File: config.mk
export PLATFORM = sky130hd
export DESIGN_NAME = psrl_ring
export DESIGN_NICKNAME = d
export VERILOG_FILES = /design/src/hw/rtl/psrl_pkg.sv /design/src/hw/rtl/psrl_cell.sv /design/src/hw/rtl/psrl_ring.sv
export SDC_FILE = /design/constraint.sdc
export NUM_CORES = 2
export LEC_CHECK = 0
export BUFFER_PORTS_ARGS = -buffer_cell sky130_fd_sc_hd__buf_2
export CORE_ASPECT_RATIO = 0.6
export CORE_MARGIN = 5
export CORE_UTILIZATION = 50
export DETAILED_ROUTE_END_ITERATION = 10
export PLACE_DENSITY = 0.68
export RECOVER_POWER = 50
export SLEW_MARGIN = 30
export SYNTH_ARGS = -nofsm -noshare
export SYNTH_HDL_FRONTEND = slang
export SYNTH_SLANG_ARGS = --single-unit
File: constraint.sdc
create_clock -name clk -period 4.74 [get_ports clk]
set_input_delay 0.948 -clock clk [delete_from_list [all_inputs] [get_ports clk]]
set_output_delay 0.948 -clock clk [all_outputs]
set_load 0.01 [all_outputs]
File: src/hw/rtl/psrl_pkg.sv
// ----------------------------------------------------------------------------
// psrl_pkg: shared types and constants of the per-source rate limiter
// Payload structs, operation and state codes, table sizes and the cell control struct.
// ----------------------------------------------------------------------------
`default_nettype none
package psrl_pkg;
	localparam int COUNTER_ENTRIES = 16;
	localparam int BLOCK_ENTRIES = 16;
	localparam logic [31:0] BLOCK_SECONDS = 32'd86400;
	localparam logic [15:0] MAX_REQUESTS_RESET = 16'd60;
	localparam logic [15:0] WINDOW_SECONDS_RESET = 16'd60;

	typedef enum logic [1:0] {
		OP_CHECK   = 2'd0,
		OP_REPORT  = 2'd1,
		OP_CLEANUP = 2'd2,
		OP_QUERY   = 2'd3
	} op_t;

	localparam logic CFG_MAX_REQUESTS = 1'b0;
	localparam logic CFG_WINDOW_SECONDS = 1'b1;

	typedef struct packed {
		logic [1:0]  operation;
		logic [31:0] source_address;
		logic [31:0] now_seconds;
	} in_item_t;

	typedef struct packed {
		logic        allowed;
		logic [15:0] request_count;
		logic        over_limit;
		logic        table_full;
	} out_item_t;

	typedef enum logic [1:0] {
		ST_IDLE,
		ST_SCAN,
		ST_DONE,
		ST_OUT
	} state_t;

	// Command broadcast from sequencer to every cell of one table.
	typedef struct packed {
		logic        clear;     // drop all entries
		logic        wr;        // write the selected entry
		logic        inv;       // invalidate the selected entry
		logic        sweep;     // cleanup test on every entry
		logic [31:0] addr;
		logic [31:0] now;
		logic [15:0] count;
		logic [31:0] start;
		logic [31:0] last;
		logic        seen;
		logic [16:0] limit;
	} cell_cmd_t;
endpackage
`default_nettype wire

File: src/hw/rtl/psrl_cell.sv
// ----------------------------------------------------------------------------
// psrl_cell: one table entry on a rotating ring
// Holds one entry and passes it to its neighbor every scan cycle.
// ----------------------------------------------------------------------------
`default_nettype none
module psrl_cell (
	input  wire logic               clk,
	input  wire logic               arst_n,
	input  wire logic               shift,
	input  wire logic               sel,
	input  wire psrl_pkg::cell_cmd_t cmd,
	input  wire logic               prev_valid,
	input  wire logic [31:0]        prev_addr,
	input  wire logic [15:0]        prev_count,
	input  wire logic [31:0]        prev_start,
	input  wire logic [31:0]        prev_last,
	input  wire logic               prev_seen,
	output logic                    valid_q,
	output logic [31:0]             addr_q,
	output logic [15:0]             count_q,
	output logic [31:0]             start_q,
	output logic [31:0]             last_q,
	output logic                    seen_q
);
	logic drop;
	logic [31:0] age;
	assign age = cmd.now - last_q;
	assign drop = cmd.sweep && valid_q && (!seen_q || (age[31:17] != 15'd0)
		|| age[16:0] > cmd.limit);

	always_ff @(posedge clk or negedge arst_n) begin
		if (!arst_n) begin
			valid_q <= 1'b0;
			seen_q <= 1'b0;
		end else if (cmd.clear || drop) begin
			valid_q <= 1'b0;
			seen_q <= 1'b0;
		end else if (shift) begin
			valid_q <= prev_valid;
			seen_q <= prev_seen;
		end else if (sel && cmd.inv) begin
			valid_q <= 1'b0;
		end else if (sel && cmd.wr) begin
			valid_q <= 1'b1;
			seen_q <= cmd.seen;
		end
	end

	always_ff @(posedge clk) begin
		if (shift) begin
			addr_q <= prev_addr;
			count_q <= prev_count;
			start_q <= prev_start;
			last_q <= prev_last;
		end else if (sel && cmd.wr) begin
			addr_q <= cmd.addr;
			count_q <= cmd.count;
			start_q <= cmd.start;
			last_q <= cmd.last;
		end
	end
endmodule
`default_nettype wire

File: src/hw/rtl/psrl_ring.sv
// ----------------------------------------------------------------------------
// psrl_ring: a ring of cells forming one table
// Shifting rotates all entries by one; cell 0 is the inspection point.
// ----------------------------------------------------------------------------
`default_nettype none
module psrl_ring #(
	parameter int ENTRIES = psrl_pkg::COUNTER_ENTRIES
) (
	input  wire logic               clk,
	input  wire logic               arst_n,
	input  wire logic               shift,
	input  wire logic [ENTRIES-1:0] sel,
	input  wire psrl_pkg::cell_cmd_t cmd,
	output logic                    head_valid,
	output logic [31:0]             head_addr,
	output logic [15:0]             head_count,
	output logic [31:0]             head_start,
	output logic [31:0]             head_last,
	output logic                    head_seen
);
	logic        v [ENTRIES];
	logic [31:0] a [ENTRIES];
	logic [15:0] c [ENTRIES];
	logic [31:0] s [ENTRIES];
	logic [31:0] l [ENTRIES];
	logic        n [ENTRIES];

	for (genvar g = 0; g < ENTRIES; g++) begin : g_cell
		localparam int P = (g + 1) % ENTRIES;
		psrl_cell u_cell (
			.clk, .arst_n, .shift,
			.sel(sel[g]),
			.cmd,
			.prev_valid(v[P]), .prev_addr(a[P]), .prev_count(c[P]),
			.prev_start(s[P]), .prev_last(l[P]), .prev_seen(n[P]),
			.valid_q(v[g]), .addr_q(a[g]), .count_q(c[g]),
			.start_q(s[g]), .last_q(l[g]), .seen_q(n[g])
		);
	end

	assign head_valid = v[0];
	assign head_addr = a[0];
	assign head_count = c[0];
	assign head_start = s[0];
	assign head_last = l[0];
	assign head_seen = n[0];
endmodule
`default_nettype wire

==> impl_metrics.csv <==
group,metric,value,unit
run_status,run_status,"complete, but fails checks",
run_status,violations,"capacitance limit, slew limit, setup timing",
sta,period_share,116,%
yosys,synthMuxAreaShare,0.503,%
routing,drt-initial-drc-count,13600,
floorplan,die_y,368,um
cells_and_area,drive_above_1_share,19.6,%
yosys,synth_top_family_by_area,"simple AND/OR/NAND/NOR gates",
global_routing,antenna_found_initial,26,
global_routing,track_usage,36.0,%
clocking,cts_tree,"yes",
cells_and_area,final_cells,15900,
global_routing,grt_max_degree,175,
power_and_ir_drop,peakVddDrop,0.318,mV
global_routing,grt-ovfl-total,0,
yosys,synth_flop_cell,"edfxtp_1",
placement,port_buffers,298,
sta,finalCriticalPeriod,5.49,ns
sta,finClkSkew,0.0615,ns
routing,via_count,94000,
yosys,synth_xor_area_share,2.97,%
routing,viasPerCell,5.90,
cells_and_area,fin_nets,13900,
sta,tightest_slew,3.15,ns
routing,drcViolationCount,0,
sta,slew_violations,1078,
yosys,synth_nets,12400,
sta,whs,0.479,ns
yosys,synth_seq_cells,1824,
yosys,synth_edf_count,1792,
critical_path,cp_data_required_time,5.45,ns
critical_path,endpoint_kind,"flop",
sta,max_slew_margin,-110,%
yosys,synthCells,11400,
critical_path,crit_fanout,3,
placement,placedCellCount,15500,
cells_and_area,syn_to_final_growth,22.1,%
cells_and_area,fillCellCount,18200,
yosys,async_reset_ff_share,1.75,%
routing,antenna_left,0,
critical_path,crit_type,"primary input to flop",
placement,gp_congestion,1.07,
clocking,clock_latency,0.85,ns
clocking,cts_buffers,182,
global_routing,grt_pass1_wl,593000,um
floorplan,dieArea,0.224,mm^2
floorplan,die_x,607,um
sta,fin_ws,-0.754,ns
floorplan,core,0.213,mm^2
sta,finalSetupViolations,31,
yosys,ys_warn_count,0,
yosys,avgSynthCellArea,9.37,um^2
global_routing,grt_pass1_vias,85700,
clocking,clk_pin_slew,0.06,ns
sta,rsz0062_at_grt,"yes",
sta,fmax,0.182,GHz
yosys,synth_cell_types,89,
floorplan,io_pins,299,
critical_path,startpoint_type,"primary input",
floorplan,start_util,50.3,%
yosys,synth_compound_area_share,11.2,%
placement,dp_hpwl,306000,um
cells_and_area,design_area,0.131,mm^2
power_and_ir_drop,power_leakage,61.1,nW
clocking,clock_tree.buffer_depth,4,
power_and_ir_drop,cellPowerDensity,386,mW/mm^2
clocking,root_buffer,"clkbuf_16",
routing,avgRoutedWirePerCell,26.2,um
placement,dpl_cell_area,0.122,mm^2
routing,wl,418000,um
power_and_ir_drop,total_power,50.5,mW
hold_path,hold_class,"primary input to flop",
yosys,syn-cell-area,0.107,mm^2
clocking,ctsHoldBuffers,0,
clocking,htree_levels,4,
clocking,cts.sinks,1824,
cells_and_area,mostFrequentLayoutCells,"nand2_1, edfxtp_1, buf_4",
critical_path,crit_arrival,6.21,ns
cells_and_area,final_common_cell,"nand2_1",
yosys,yosys.area_share.simple,20.3,%
floorplan,rows,131,
flow_run,max-cap-violations,36,
yosys,yosys.area_share.adder,9.28,%
sta,hold_viol,0,
yosys,ys_seq_area_share,51.1,%
routing,drt_pass1_iterations,6,
## cells in the mapped netlist, drive strengths merged, types with 51 or more instances
| master | count | area (um^2) |
|---|---|---|
| nand3 | 180 | 901 |
| buf | 73 | 463 |
| a21oi | 627 | 3140 |
| nand4 | 131 | 820 |
| nand2 | 4000 | 15000 |
| o21a | 67 | 503 |
| ha | 768 | 9610 |
| nand2b | 176 | 1100 |
| o21ai | 337 | 1690 |
| a211oi | 83 | 623 |
| xnor2 | 212 | 1860 |
| o21bai | 73 | 548 |
| o211ai | 51 | 383 |
| inv | 641 | 2410 |
| and3 | 58 | 363 |
| edfxtp | 1792 | 53800 |
| nor3 | 91 | 460 |
| xor2 | 151 | 1320 |
| nor2 | 334 | 1250 |
| nor2b | 79 | 494 |
| a31oi | 60 | 375 |
| clkbuf | 566 | 2120 |
| a21o | 242 | 1820 |
## per-stage QoR
stage	setup slack, ns	util (%)	setup TNS [ns]
6_report	-0.754	61.4	-11.09
4_1_cts	-0.479	60.9	-4.66
5_1_grt	-0.874	61.4	-13.73
3_5_place_dp	-2.21	57.6	-48.25
2_1_floorplan	-0.456	-	-3.86
3_3_place_gp	-2.01	57.6	-44.11
## power by group
group | total, mW | switching [mW] | internal, mW
Clock | 14.5 | 6.59 | 7.94
Combinational | 15.5 | 9.33 | 6.19
Sequential | 20.4 | 0.718 | 19.7
## routing by layer
layer	share of wire, %	wire length [um]	vias up	GRT usage (%)
li1	-	-	42500	-
met1	46	193000	45500	58.2
met2	36	149000	5483	43.2
met3	16	65300	576	15.5
met4	2.3	9600	14	7.08
met5	0.062	260	-	0.581
## worst paths after layout
check | start | endpoint | slack, ns | cells past startpoint
setup reg to reg | g_cell[12].u_cell.last_q[0] | g_cell[12].u_cell.valid_q | -0.65 | 23
max in group asynchronous | arst_n | g_cell[10].u_cell.valid_q | 2.39 | 1
hold reg to reg | g_cell[15].u_cell.addr_q[31] | g_cell[14].u_cell.addr_q[31] | 0.48 | 2
setup / recovery | cmd[98] | g_cell[12].u_cell.valid_q | -0.75 | 28
hold / removal | sel[10] | g_cell[10].u_cell.valid_q | 0.48 | 3
min in group asynchronous | arst_n | g_cell[4].u_cell.seen_q | 0.87 | 1
## timing repair
action                     CTS  global route
buffers inserted            51            57
setup endpoints to repair   32            32
gates resized for setup    256           244
cloned                       0             0
pin swaps                  152           244
## cells by family after synthesis
logic type,count (synthesis)
adder cells (fa/ha/maj),784
AO/OA/AOI/OAI,1875
AND/OR/NAND/NOR,5231
flip-flops,1824
XOR/XNOR,363
buffers and inverters,1280
multiplexers,53
## registers in the layout, indices dropped and copies added (netlist names)
name / flops
g_cell.u_cell.addr_q: 512
g_cell.u_cell.count_q: 256
g_cell.u_cell.last_q: 512
g_cell.u_cell.seen_q: 16
g_cell.u_cell.start_q: 512
g_cell.u_cell.valid_q: 16
## area by class of cell
type | count | area [um^2] | share of cell area [%]
diodes | 15 | 37.5 | 0.0287
clock buffers | 217 | 4730 | 3.62
clock inverters | 102 | 936 | 0.717
inverters | 641 | 2410 | 1.85
multi-input cells | 8306 | 49700 | 38.0
flip-flops and latches | 1824 | 54600 | 41.8
well taps | 2859 | 3580 | 2.74
repair buffers | 1964 | 14700 | 11.2
## critical path, cell delays in order
cell and delay [ns]:
buf_6 0.09, clkinvlp_4 0.08, buf_12 0.12, buf_12 0.10, buf_12 0.11, ha_4 0.14, inv_2 0.04, fa_2 0.37
a21oi_4 0.17, o211ai_1 0.18, a221oi_2 0.27, buf_4 0.18, o21ai_4 0.06, a21o_1 0.21, a21oi_2 0.13, xnor2_1 0.15
ha_1 0.28, nand4_1 0.13, nor3_2 0.06, a221o_1 0.36, o31ai_4 0.38, buf_6 0.16, nand3_4 0.07, nor4_4 0.29
nand4_1 0.14, or4_1 0.55, o21a_1 0.23, a211oi_2 0.20
(Power assumes the default switching activity.)
